$ cat src/hdl/vco_pkg.sv
// ----------------------------------------------------------------------------
// vco_pkg - shared constants for the vector cosine overlap block
// Stream field layout, shared multiplier limb width and the widths of the
// quotient and square root units.
// ----------------------------------------------------------------------------
package vco_pkg;

    // default block parameters
    localparam int DEF_MAX_LENGTH = 4096;
    localparam int DEF_ELEM_BITS  = 16;

    // stream field widths
    localparam int FIELD_W    = 16;
    localparam int IN_DATA_W  = 32;
    localparam int OVL_W      = 17;
    localparam int OUT_DATA_W = 24;
    localparam int OUT_USER_W = 2;

    // tuser bit positions on the result side
    localparam int USER_ZERO_BIT = 0;
    localparam int USER_OVF_BIT  = 1;

    // shared multiplier limb
    localparam int LIMB_W = 32;

    // quotient floor(dot^2 * 2^32 / (n1 * n2)) is at most 2^32
    localparam int QUOT_W = 33;

    // integer square root of the quotient, at most 65536
    localparam int ROOT_W     = 17;
    localparam int SQ_IN_W    = 2 * ROOT_W;
    localparam int SQ_REM_W   = ROOT_W + 3;

    // overlap of exactly 1.0
    localparam logic [OVL_W-1:0] ONE_Q16 = 17'h10000;

endpackage

$ cat src/hdl/vco_mul.sv
// ----------------------------------------------------------------------------
// vco_mul - shared unsigned limb multiplier
// One LIMB_W x LIMB_W product per cycle, product registered.
// ----------------------------------------------------------------------------
module vco_mul (
    input  logic                          i_clk,
    input  logic [vco_pkg::LIMB_W-1:0]    i_a,
    input  logic [vco_pkg::LIMB_W-1:0]    i_b,
    output logic [2*vco_pkg::LIMB_W-1:0]  o_prod
);
    import vco_pkg::*;

    logic [2*LIMB_W-1:0] r_prod;

    // registered product
    always_ff @(posedge i_clk) begin
        r_prod <= i_a * i_b;
    end

    assign o_prod = r_prod;

endmodule

$ cat src/hdl/vco_div.sv
// ----------------------------------------------------------------------------
// vco_div - restoring divider, one quotient bit per cycle
// Computes floor(num * 2^(QUOT_W-1) / den) for num <= den, den nonzero.
// ----------------------------------------------------------------------------
module vco_div #(
    parameter int PW = 86
) (
    input  logic                          i_clk,
    input  logic                          i_rst_n,
    input  logic                          i_start,
    input  logic [PW-1:0]                 i_num,
    input  logic [PW-1:0]                 i_den,
    output logic                          o_done,
    output logic [vco_pkg::QUOT_W-1:0]    o_quot
);
    import vco_pkg::*;

    localparam int CNT_W = $clog2(QUOT_W);

    logic [PW:0]         r_rem;
    logic [PW-1:0]       r_den;
    logic [QUOT_W-1:0]   r_quot;
    logic [CNT_W-1:0]    r_cnt;
    logic                r_busy;
    logic                r_done;
    logic [PW:0]         w_diff;
    logic                w_ge;
    logic [PW:0]         w_new_rem;

    // trial subtraction
    assign w_diff    = r_rem - {1'b0, r_den};
    assign w_ge      = (r_rem >= {1'b0, r_den});
    assign w_new_rem = w_ge ? w_diff : r_rem;

    // control
    always_ff @(posedge i_clk) begin
        if (!i_rst_n) begin
            r_busy <= 1'b0;
            r_done <= 1'b0;
            r_cnt  <= '0;
        end else begin
            r_done <= 1'b0;
            if (i_start) begin
                r_busy <= 1'b1;
                r_cnt  <= '0;
            end else if (r_busy) begin
                r_cnt <= r_cnt + 1'b1;
                if (r_cnt == CNT_W'(QUOT_W - 1)) begin
                    r_busy <= 1'b0;
                    r_done <= 1'b1;
                end
            end
        end
    end

    // datapath
    always_ff @(posedge i_clk) begin
        if (i_start) begin
            r_rem  <= {1'b0, i_num};
            r_den  <= i_den;
            r_quot <= '0;
        end else if (r_busy) begin
            r_rem  <= {w_new_rem[PW-1:0], 1'b0};
            r_quot <= {r_quot[QUOT_W-2:0], w_ge};
        end
    end

    assign o_done = r_done;
    assign o_quot = r_quot;

endmodule

$ cat src/hdl/vco_sqrt.sv
// ----------------------------------------------------------------------------
// vco_sqrt - integer square root, one root bit per cycle
// Shift-subtract method over bit pairs of the radicand.
// ----------------------------------------------------------------------------
module vco_sqrt (
    input  logic                          i_clk,
    input  logic                          i_rst_n,
    input  logic                          i_start,
    input  logic [vco_pkg::QUOT_W-1:0]    i_rad,
    output logic                          o_done,
    output logic [vco_pkg::ROOT_W-1:0]    o_root
);
    import vco_pkg::*;

    localparam int CNT_W = $clog2(ROOT_W);

    logic [SQ_IN_W-1:0]  r_rad;
    logic [SQ_REM_W-1:0] r_rem;
    logic [ROOT_W-1:0]   r_root;
    logic [CNT_W-1:0]    r_cnt;
    logic                r_busy;
    logic                r_done;
    logic [SQ_REM_W-1:0] w_rem_sh;
    logic [SQ_REM_W-1:0] w_trial;
    logic                w_ge;

    // bring down the next bit pair and try root*4+1
    assign w_rem_sh = {r_rem[SQ_REM_W-3:0], r_rad[SQ_IN_W-1 -: 2]};
    assign w_trial  = SQ_REM_W'({r_root, 2'b01});
    assign w_ge     = (w_rem_sh >= w_trial);

    // control
    always_ff @(posedge i_clk) begin
        if (!i_rst_n) begin
            r_busy <= 1'b0;
            r_done <= 1'b0;
            r_cnt  <= '0;
        end else begin
            r_done <= 1'b0;
            if (i_start) begin
                r_busy <= 1'b1;
                r_cnt  <= '0;
            end else if (r_busy) begin
                r_cnt <= r_cnt + 1'b1;
                if (r_cnt == CNT_W'(ROOT_W - 1)) begin
                    r_busy <= 1'b0;
                    r_done <= 1'b1;
                end
            end
        end
    end

    // datapath
    always_ff @(posedge i_clk) begin
        if (i_start) begin
            r_rad  <= SQ_IN_W'(i_rad);
            r_rem  <= '0;
            r_root <= '0;
        end else if (r_busy) begin
            r_rad  <= {r_rad[SQ_IN_W-3:0], 2'b00};
            r_rem  <= w_ge ? (w_rem_sh - w_trial) : w_rem_sh;
            r_root <= {r_root[ROOT_W-2:0], w_ge};
        end
    end

    assign o_done = r_done;
    assign o_root = r_root;

endmodule

$ cat src/hdl/vector_cosine_overlap.sv
// ----------------------------------------------------------------------------
// vector_cosine_overlap - streaming absolute cosine similarity
// Accumulates dot product and squared norms of two vectors and reports
// |dot| / sqrt(n1 * n2) as unsigned Q1.16 on the last element pair.
// ----------------------------------------------------------------------------
// Usage:
//   s_axis carries one element pair per transaction: tdata holds ref_elem
//   (bits 15:0) and tgt_elem (bits 31:16), signed Q1.15; tlast marks the
//   final pair. Only the low ELEM_BITS bits of each element are used.
//   m_axis carries one result per vector: tdata holds overlap (bits 16:0),
//   tuser holds zero_norm (bit 0) and length_overflow (bit 1).
// Sequence:
//   a pair within the length limit is accepted, then its three products
//   and three accumulations go through one shared 32x32 multiplier;
//   a pair beyond MAX_LENGTH is counted but not multiplied. The last pair
//   adds the two wide products n1*n2 and dot*dot, formed limb by limb,
//   then the divider and the square root, and then loads the output
//   register. A zero norm skips the arithmetic.
// Reset clears all sums, the count and the output valid flag. When m_axis is
//   stalled the finished result waits in the output register; the next
//   vector can stream in meanwhile, and only a second finished result waits.
// ----------------------------------------------------------------------------
module vector_cosine_overlap #(
    parameter int MAX_LENGTH = vco_pkg::DEF_MAX_LENGTH,
    parameter int ELEM_BITS  = vco_pkg::DEF_ELEM_BITS
) (
    input  logic                             i_clk,
    input  logic                             i_rst_n,
    input  logic                             s_axis_tvalid,
    output logic                             s_axis_tready,
    input  logic [vco_pkg::IN_DATA_W-1:0]    s_axis_tdata,   // ref_elem, tgt_elem
    input  logic                             s_axis_tlast,   // last_elem
    output logic                             m_axis_tvalid,
    input  logic                             m_axis_tready,
    output logic [vco_pkg::OUT_DATA_W-1:0]   m_axis_tdata,   // overlap
    output logic [vco_pkg::OUT_USER_W-1:0]   m_axis_tuser    // zero_norm, length_overflow
);
    import vco_pkg::*;

    localparam int CNT_W  = $clog2(MAX_LENGTH + 2);
    localparam int NORM_W = 2 * ELEM_BITS - 1 + $clog2(MAX_LENGTH);
    localparam int DOT_W  = NORM_W + 1;
    localparam int NLIMB  = (NORM_W + LIMB_W - 1) / LIMB_W;
    localparam int OPW    = NLIMB * LIMB_W;
    localparam int PW     = 2 * NORM_W;
    localparam int ACC_W  = 2 * OPW;
    localparam int LC_W   = $clog2(NLIMB + 1);
    localparam int POS_W  = $clog2(2 * NLIMB);

    // sequencer states
    localparam logic [3:0] S_IDLE  = 4'd0;
    localparam logic [3:0] S_ELEM  = 4'd1;
    localparam logic [3:0] S_CHK   = 4'd2;
    localparam logic [3:0] S_BMUL  = 4'd3;
    localparam logic [3:0] S_BACC  = 4'd4;
    localparam logic [3:0] S_BDONE = 4'd5;
    localparam logic [3:0] S_DIV   = 4'd6;
    localparam logic [3:0] S_SQRT  = 4'd7;
    localparam logic [3:0] S_OUT   = 4'd8;

    logic [3:0]           r_state;
    logic [3:0]           n_state;

    // running sums
    logic signed [DOT_W-1:0] r_dot;
    logic [NORM_W-1:0]    r_ref_n;
    logic [NORM_W-1:0]    r_tgt_n;
    logic [CNT_W-1:0]     r_count;

    // current element pair
    logic [ELEM_BITS-1:0] r_mag_a;
    logic [ELEM_BITS-1:0] r_mag_b;
    logic                 r_neg;
    logic                 r_last;
    logic [1:0]           r_step;

    // wide product sequencing
    logic [OPW-1:0]       r_sa;
    logic [OPW-1:0]       r_sb;
    logic [OPW-1:0]       r_b0;
    logic [LC_W-1:0]      r_li;
    logic [LC_W-1:0]      r_lj;
    logic [POS_W-1:0]     r_pos_d;
    logic                 r_bpv;
    logic [ACC_W-1:0]     r_acc;
    logic                 r_phase;
    logic [PW-1:0]        r_den;

    // result staging and output register
    logic [OVL_W-1:0]     r_res_ovl;
    logic                 r_res_zero;
    logic                 r_mvalid;
    logic [OVL_W-1:0]     r_ovl;
    logic                 r_zero;
    logic                 r_ovf;

    // input field extraction
    logic [ELEM_BITS+FIELD_W-1:0] w_ref_ext;
    logic [ELEM_BITS+FIELD_W-1:0] w_tgt_ext;
    logic [ELEM_BITS-1:0] w_ref_raw;
    logic [ELEM_BITS-1:0] w_tgt_raw;
    logic                 w_ref_neg;
    logic                 w_tgt_neg;

    logic                 w_in_fire;
    logic                 w_out_free;
    logic [LIMB_W-1:0]    w_mul_a;
    logic [LIMB_W-1:0]    w_mul_b;
    logic [2*LIMB_W-1:0]  w_prod;
    logic [DOT_W-1:0]     w_prod_dot;
    logic [NORM_W-1:0]    w_prod_norm;
    logic [DOT_W-1:0]     w_dot_abs;
    logic                 w_last_issue;
    logic                 w_div_start;
    logic                 w_div_done;
    logic [QUOT_W-1:0]    w_quot;
    logic                 w_sqrt_done;
    logic [ROOT_W-1:0]    w_root;

    // element fields, low ELEM_BITS as two's complement
    assign w_ref_ext = {{ELEM_BITS{1'b0}}, s_axis_tdata[FIELD_W-1:0]};
    assign w_tgt_ext = {{ELEM_BITS{1'b0}}, s_axis_tdata[2*FIELD_W-1:FIELD_W]};
    assign w_ref_raw = w_ref_ext[ELEM_BITS-1:0];
    assign w_tgt_raw = w_tgt_ext[ELEM_BITS-1:0];
    assign w_ref_neg = w_ref_raw[ELEM_BITS-1];
    assign w_tgt_neg = w_tgt_raw[ELEM_BITS-1];

    assign s_axis_tready = (r_state == S_IDLE);
    assign w_in_fire     = s_axis_tvalid && s_axis_tready;
    assign w_out_free    = !r_mvalid || m_axis_tready;

    // shared multiplier operand select
    always_comb begin
        w_mul_a = '0;
        w_mul_b = '0;
        if (r_state == S_ELEM) begin
            case (r_step)
                2'd0: begin
                    w_mul_a = LIMB_W'(r_mag_a);
                    w_mul_b = LIMB_W'(r_mag_b);
                end
                2'd1: begin
                    w_mul_a = LIMB_W'(r_mag_a);
                    w_mul_b = LIMB_W'(r_mag_a);
                end
                2'd2: begin
                    w_mul_a = LIMB_W'(r_mag_b);
                    w_mul_b = LIMB_W'(r_mag_b);
                end
                default: begin
                    w_mul_a = '0;
                    w_mul_b = '0;
                end
            endcase
        end else if (r_state == S_BMUL) begin
            w_mul_a = r_sa[LIMB_W-1:0];
            w_mul_b = r_sb[LIMB_W-1:0];
        end
    end

    vco_mul u_mul (
        .i_clk  (i_clk),
        .i_a    (w_mul_a),
        .i_b    (w_mul_b),
        .o_prod (w_prod)
    );

    assign w_prod_dot  = DOT_W'(w_prod);
    assign w_prod_norm = NORM_W'(w_prod);
    assign w_dot_abs   = r_dot[DOT_W-1] ? (DOT_W'(0) - r_dot) : r_dot;
    assign w_last_issue = (r_li == LC_W'(NLIMB - 1)) && (r_lj == LC_W'(NLIMB - 1));
    assign w_div_start  = (r_state == S_BDONE) && r_phase;

    vco_div #(
        .PW (PW)
    ) u_div (
        .i_clk   (i_clk),
        .i_rst_n (i_rst_n),
        .i_start (w_div_start),
        .i_num   (r_acc[PW-1:0]),
        .i_den   (r_den),
        .o_done  (w_div_done),
        .o_quot  (w_quot)
    );

    vco_sqrt u_sqrt (
        .i_clk   (i_clk),
        .i_rst_n (i_rst_n),
        .i_start (w_div_done),
        .i_rad   (w_quot),
        .o_done  (w_sqrt_done),
        .o_root  (w_root)
    );

    // next state
    always_comb begin
        n_state = r_state;
        case (r_state)
            S_IDLE: begin
                if (w_in_fire) begin
                    if (r_count < CNT_W'(MAX_LENGTH)) begin
                        n_state = S_ELEM;
                    end else if (s_axis_tlast) begin
                        n_state = S_CHK;
                    end
                end
            end
            S_ELEM: begin
                if (r_step == 2'd3) begin
                    n_state = r_last ? S_CHK : S_IDLE;
                end
            end
            S_CHK: begin
                n_state = (r_ref_n == '0 || r_tgt_n == '0) ? S_OUT : S_BMUL;
            end
            S_BMUL: begin
                if (w_last_issue) begin
                    n_state = S_BACC;
                end
            end
            S_BACC: begin
                n_state = S_BDONE;
            end
            S_BDONE: begin
                n_state = r_phase ? S_DIV : S_BMUL;
            end
            S_DIV: begin
                if (w_div_done) begin
                    n_state = S_SQRT;
                end
            end
            S_SQRT: begin
                if (w_sqrt_done) begin
                    n_state = S_OUT;
                end
            end
            S_OUT: begin
                if (w_out_free) begin
                    n_state = S_IDLE;
                end
            end
            default: begin
                n_state = S_IDLE;
            end
        endcase
    end

    // control and sums
    always_ff @(posedge i_clk) begin
        if (!i_rst_n) begin
            r_state  <= S_IDLE;
            r_dot    <= '0;
            r_ref_n  <= '0;
            r_tgt_n  <= '0;
            r_count  <= '0;
            r_step   <= '0;
            r_bpv    <= 1'b0;
            r_mvalid <= 1'b0;
        end else begin
            r_state <= n_state;
            r_bpv   <= (r_state == S_BMUL);

            // element count, saturating one past the limit
            if (w_in_fire) begin
                if (r_count < CNT_W'(MAX_LENGTH)) begin
                    r_count <= r_count + 1'b1;
                end else begin
                    r_count <= CNT_W'(MAX_LENGTH + 1);
                end
            end

            // element products land in the cycle after issue
            if (w_in_fire) begin
                r_step <= '0;
            end else if (r_state == S_ELEM) begin
                r_step <= r_step + 1'b1;
                case (r_step)
                    2'd1: r_dot   <= r_neg ? (r_dot - w_prod_dot) : (r_dot + w_prod_dot);
                    2'd2: r_ref_n <= r_ref_n + w_prod_norm;
                    2'd3: r_tgt_n <= r_tgt_n + w_prod_norm;
                    default: r_dot <= r_dot;
                endcase
            end

            // result transfer and clearing of the vector state
            if (r_state == S_OUT && w_out_free) begin
                r_mvalid <= 1'b1;
                r_dot    <= '0;
                r_ref_n  <= '0;
                r_tgt_n  <= '0;
                r_count  <= '0;
            end else if (m_axis_tready) begin
                r_mvalid <= 1'b0;
            end
        end
    end

    // element capture
    always_ff @(posedge i_clk) begin
        if (w_in_fire) begin
            r_mag_a <= w_ref_neg ? (ELEM_BITS'(0) - w_ref_raw) : w_ref_raw;
            r_mag_b <= w_tgt_neg ? (ELEM_BITS'(0) - w_tgt_raw) : w_tgt_raw;
            r_neg   <= w_ref_neg ^ w_tgt_neg;
            r_last  <= s_axis_tlast;
        end
    end

    // wide product: limb schoolbook through the shared multiplier
    always_ff @(posedge i_clk) begin
        if (r_state == S_CHK) begin
            r_sa    <= OPW'(r_ref_n);
            r_sb    <= OPW'(r_tgt_n);
            r_b0    <= OPW'(r_tgt_n);
            r_li    <= '0;
            r_lj    <= '0;
            r_phase <= 1'b0;
            r_acc   <= '0;
        end else if (r_state == S_BDONE) begin
            r_den   <= r_acc[PW-1:0];
            r_sa    <= OPW'(w_dot_abs);
            r_sb    <= OPW'(w_dot_abs);
            r_b0    <= OPW'(w_dot_abs);
            r_li    <= '0;
            r_lj    <= '0;
            r_phase <= 1'b1;
            if (!r_phase) begin
                r_acc <= '0;
            end
        end else begin
            if (r_state == S_BMUL) begin
                r_pos_d <= POS_W'(r_li) + POS_W'(r_lj);
                if (r_lj == LC_W'(NLIMB - 1)) begin
                    r_lj <= '0;
                    r_li <= r_li + 1'b1;
                    r_sa <= r_sa >> LIMB_W;
                    r_sb <= r_b0;
                end else begin
                    r_lj <= r_lj + 1'b1;
                    r_sb <= r_sb >> LIMB_W;
                end
            end
            if (r_bpv) begin
                r_acc <= r_acc + (ACC_W'(w_prod) << (r_pos_d * LIMB_W));
            end
        end
    end

    // result staging
    always_ff @(posedge i_clk) begin
        if (r_state == S_CHK) begin
            r_res_ovl  <= '0;
            r_res_zero <= (r_ref_n == '0 || r_tgt_n == '0);
        end else if (r_state == S_SQRT && w_sqrt_done) begin
            r_res_ovl <= OVL_W'(w_root);
        end
    end

    // output register payload
    always_ff @(posedge i_clk) begin
        if (r_state == S_OUT && w_out_free) begin
            r_ovl  <= r_res_ovl;
            r_zero <= r_res_zero;
            r_ovf  <= (r_count > CNT_W'(MAX_LENGTH));
        end
    end

    assign m_axis_tvalid = r_mvalid;
    assign m_axis_tdata  = OUT_DATA_W'(r_ovl);
    assign m_axis_tuser  = {r_ovf, r_zero};

    // checks
    a_zero_means_no_overlap: assert property (@(posedge i_clk) disable iff (!i_rst_n)
        m_axis_tvalid && m_axis_tuser[USER_ZERO_BIT] |-> r_ovl == '0)
        else $error("zero norm result carries a nonzero overlap");

    a_overlap_bounded: assert property (@(posedge i_clk) disable iff (!i_rst_n)
        m_axis_tvalid |-> r_ovl <= ONE_Q16)
        else $error("overlap above 1.0");

    a_count_bounded: assert property (@(posedge i_clk) disable iff (!i_rst_n)
        r_count <= CNT_W'(MAX_LENGTH + 1))
        else $error("element count past saturation");

    a_div_done_in_div: assert property (@(posedge i_clk) disable iff (!i_rst_n)
        w_div_done |-> r_state == S_DIV)
        else $error("divider finished outside its state");

endmodule
$ cat config.mk
export PLATFORM = sky130hd
export DESIGN_NAME = vector_cosine_overlap
export DESIGN_NICKNAME = d
export VERILOG_FILES = /design/src/hdl/vco_pkg.sv /design/src/hdl/vco_mul.sv /design/src/hdl/vco_div.sv /design/src/hdl/vco_sqrt.sv /design/src/hdl/vector_cosine_overlap.sv
export SDC_FILE = /design/constraint.sdc
export NUM_CORES = 2
export LEC_CHECK = 0
export ABC_AREA = 1
export BUFFER_PORTS_ARGS = -buffer_cell sky130_fd_sc_hd__buf_2
export CORE_ASPECT_RATIO = 0.6
export CORE_MARGIN = 2
export CORE_UTILIZATION = 55
export CTS_CLUSTER_SIZE = 10
export DETAILED_ROUTE_END_ITERATION = 6
export PLACE_DENSITY = 0.72
export SETUP_SLACK_MARGIN = 0.15
export SYNTH_ARGS = -nofsm -noshare
export SYNTH_HDL_FRONTEND = slang
export SYNTH_HIERARCHICAL = 1
export SYNTH_SLANG_ARGS = --single-unit
$ cat constraint.sdc
create_clock -name i_clk -period 18.9 [get_ports i_clk]
set_input_delay 0.945 -clock i_clk [delete_from_list [all_inputs] [get_ports i_clk]]
set_output_delay 0.945 -clock i_clk [all_outputs]
set_load 0.005 [all_outputs]
==> metrics.cfg <==
[run_status]
outcome = finished with violations
violations = DRC

[worst_hold_path]
hold_class = input port to flop
hp-start = s_axis_tlast
min_path_cells = 1
min_to = r_last

[sta]
hold_viol_final = 0
fmax_ghz = 0.109
post-route-period-util = 0.485
rsz0062_at_grt = no
fin_crit_ps = 9170
setup_violations = 0
hold_ws_ps = 362
finalSetupTns_ps = 0
worst_slack_ps = 9730
drv_slew = 0
fin_skew_ps = 120
slew_headroom = 0.0346
tightestPinTransition_ps = 1430

[global_routing]
busiest_layer = met1
grt_use_met2 = 0.475
grt_pass1_vias = 88071
antenna_found_initial = 21
grtUsageTotal = 0.450
grt_pass1_wl_um = 611000
grt_use_met3 = 0.308
grt_overflow_total = 0
grt_max_degree = 92
grt_use_met1 = 0.701

[worst_setup_path]
cp_max_fo = 37
worstPathRequired_ps = 19480
r2r-end = u_mul/o_prod[58]
startpoint_type = flop
cp_slowest_cell = nor3_1
reg2regPathDepth = 28
worst_path_most_repeated_cell = fa_1
r2r_start = r_state[3]
arrival_ps = 9750
reg2reg_slack_ps = 9730
cp-end-kind = flop
critPathMaxStageDelay_ps = 900
crit_type = flop to flop

[clock_tree]
clock-sinks = 887
cts-buffers-inserted = 104
path_clk_slew_ps = 60
cts_resized = 0
cts_tree = done
worstSkewPairLatency_ps = 810
ctsHoldBuffers = 0
clockBufferDepth = 3
cts_max_level = 3
cts_setup_buffers = 0
root_buffer = clkbuf_16

[drt]
drt_first_iter_violations = 16066
routed_wl_um = 429000
wl_per_cell_um = 24.6
drc = 21
first_pass_iters = 7
vias_per_cell = 5.69
antenna_left = 0
vias = 98977

[synthesis]
syn_area_um2 = 102000
synth_cell_types = 65
synth_area_leaders = fa_1, nand2_1, edfxtp_1, inv_1, dfxtp_1
yosysTopAreaCell = fa_1
syn_inst = 14928
ys_seq_elements = 887
syn_area_per_cell_um2 = 6.80
yosysWarnings = 6
synth_edf_count = 476
yosysSeqAreaShare = 0.222
synthFlopType = edfxtp_1
synth_top_cell_area_share = 0.178
synthArstFlopShare = 0

[finish]
n_fill_cell = 17840
nNetsFinal = 16340
drive_above_1_share = 0.0415
layout_common_cells = nand2_1, inv_1, fa_1, nor2_1, a21oi_1
multi_input_area_um2 = 64200
layout_commonest_cell = nand2_1
regArea_um2 = 22500
area_growth_syn_to_layout_pct = 6.26

[pwr]
power.leakage_uw = 0.0593
power_density_nw_per_um2 = 71.7
total_power_uw = 7730
peakVddDrop_uv = 90.8

[die]
pin_count = 65
rows = 122
coreArea_um2 = 184000
start_util = 0.552
die_area_um2 = 188000
die_w_um = 559
die_y_um = 337

[run]
drv_cap = 0

[placement]
place_ws_ps = 10020
globalplace.congestion = 1.18
port_buffers = 57
dp_hpwl_um = 350000

[synthesized netlist by cell type, types with 16 or more instances]
master / number
dfxtp_1: 411
buf_4: 16
nor3_1: 115
buf_1: 32
o22ai_1: 57
a21o_1: 23
nor2_1: 929
nand2_1: 4728
nor2_2: 51
nand2_2: 43
ha_1: 596
a22oi_1: 33
o21a_1: 27
inv_2: 44
buf_2: 40
o211ai_1: 44
o21ai_0: 417
xor2_1: 184
o21bai_1: 61
edfxtp_1: 476
or2_2: 20
nand3_1: 615
nand3b_1: 90
o21ai_1: 19
xnor2_1: 73
inv_1: 3540
nor4_1: 27
clkbuf_1: 320
a21oi_1: 705
fa_1: 901
nand4_1: 126
[per-stage QoR]
step | cells | instance area (µm²) | utilization
final | 17396 | 108000 | 0.587
after global routing | 17375 | 108000 | 0.586
after CTS | 17372 | 108000 | 0.586
after detailed placement | 17180 | 105000 | 0.569
after global placement | 17180 | 105000 | 0.569
after floorplan | 14934 | 102000 | -
[state kept, by name, indices dropped and copies added, names as in the netlist, 6 cells and up]
name,cells
r_count,13
r_sb,44
u_div/o_quot,33
r_tgt_n,43
u_sqrt/r_rem,18
u_mul/o_prod,64
r_acc,86
r_ovl,17
r_b0,44
r_res_ovl,17
r_den,86
u_sqrt/o_root,17
r_ref_n,43
r_dot,44
u_div/r_cnt,6
u_div/r_den,86
r_mag_a,16
r_sa,44
u_div/r_rem,87
u_sqrt/r_rad,34
r_mag_b,16
[critical path: cells and delay by family (launching register included)]
family        cells  cell delay, ps
fa+ha+maj         9            4460
simple gates     11            2370
buf+inv           8            1610
flops             1             370
[cell families after synthesis]
family	count (synthesis)	share of synthesized area
AO/OA/AOI/OAI	1448	0.0786
multiplexers	8	0.000789
flip-flops	887	0.222
other	1	0.0000369
adder cells (fa/ha/maj)	1497	0.251
XOR/XNOR	257	0.0222
AND/OR/NAND/NOR	6818	0.275
buffers and inverters	4012	0.151
[routing by layer]
metal	routed length, µm	part of all wire	up-vias
met5	2210	0.0051	-
met4	5820	0.014	40
met3	92200	0.22	452
li1	-	-	44853
met2	133000	0.31	7453
met1	195000	0.46	46179
[layout make-up]
cell class | instances | share of cell area
Clock inverter | 17 | 0.00270
Timing Repair Buffer | 188 | 0.0118
Clock buffer | 175 | 0.0275
Inverter | 3590 | 0.125
Antenna cell | 24 | 0.000557
Multi-Input combinational cell | 10035 | 0.595
Tap cell | 2480 | 0.0288
Sequential cell | 887 | 0.209
[how the worst max path moves through the flow]
stage | start | slack, ps | to
6_report | r_state[3] | 9730 | u_mul/o_prod[58]
5_1_grt | r_step[1] | 9370 | u_mul/o_prod[33]
4_1_cts | r_state[3] | 9960 | u_mul/o_prod[59]
3_5_place_dp | r_state[3] | 10020 | u_mul/o_prod[59]
3_3_place_gp | r_step[1] | 9920 | u_mul/o_prod[33]
2_1_floorplan | r_state[2] | 10710 | u_div/r_rem[0]
[power by group]
part	internal, µW	leakage [µW]	total (µW)	switching, µW
Sequential	2190	0.00736	2410	222
Combinational	854	0.0504	3320	2460
Clock	1090	0.00155	2000	914
No activity file was read; power rests on OpenSTA's default activity.
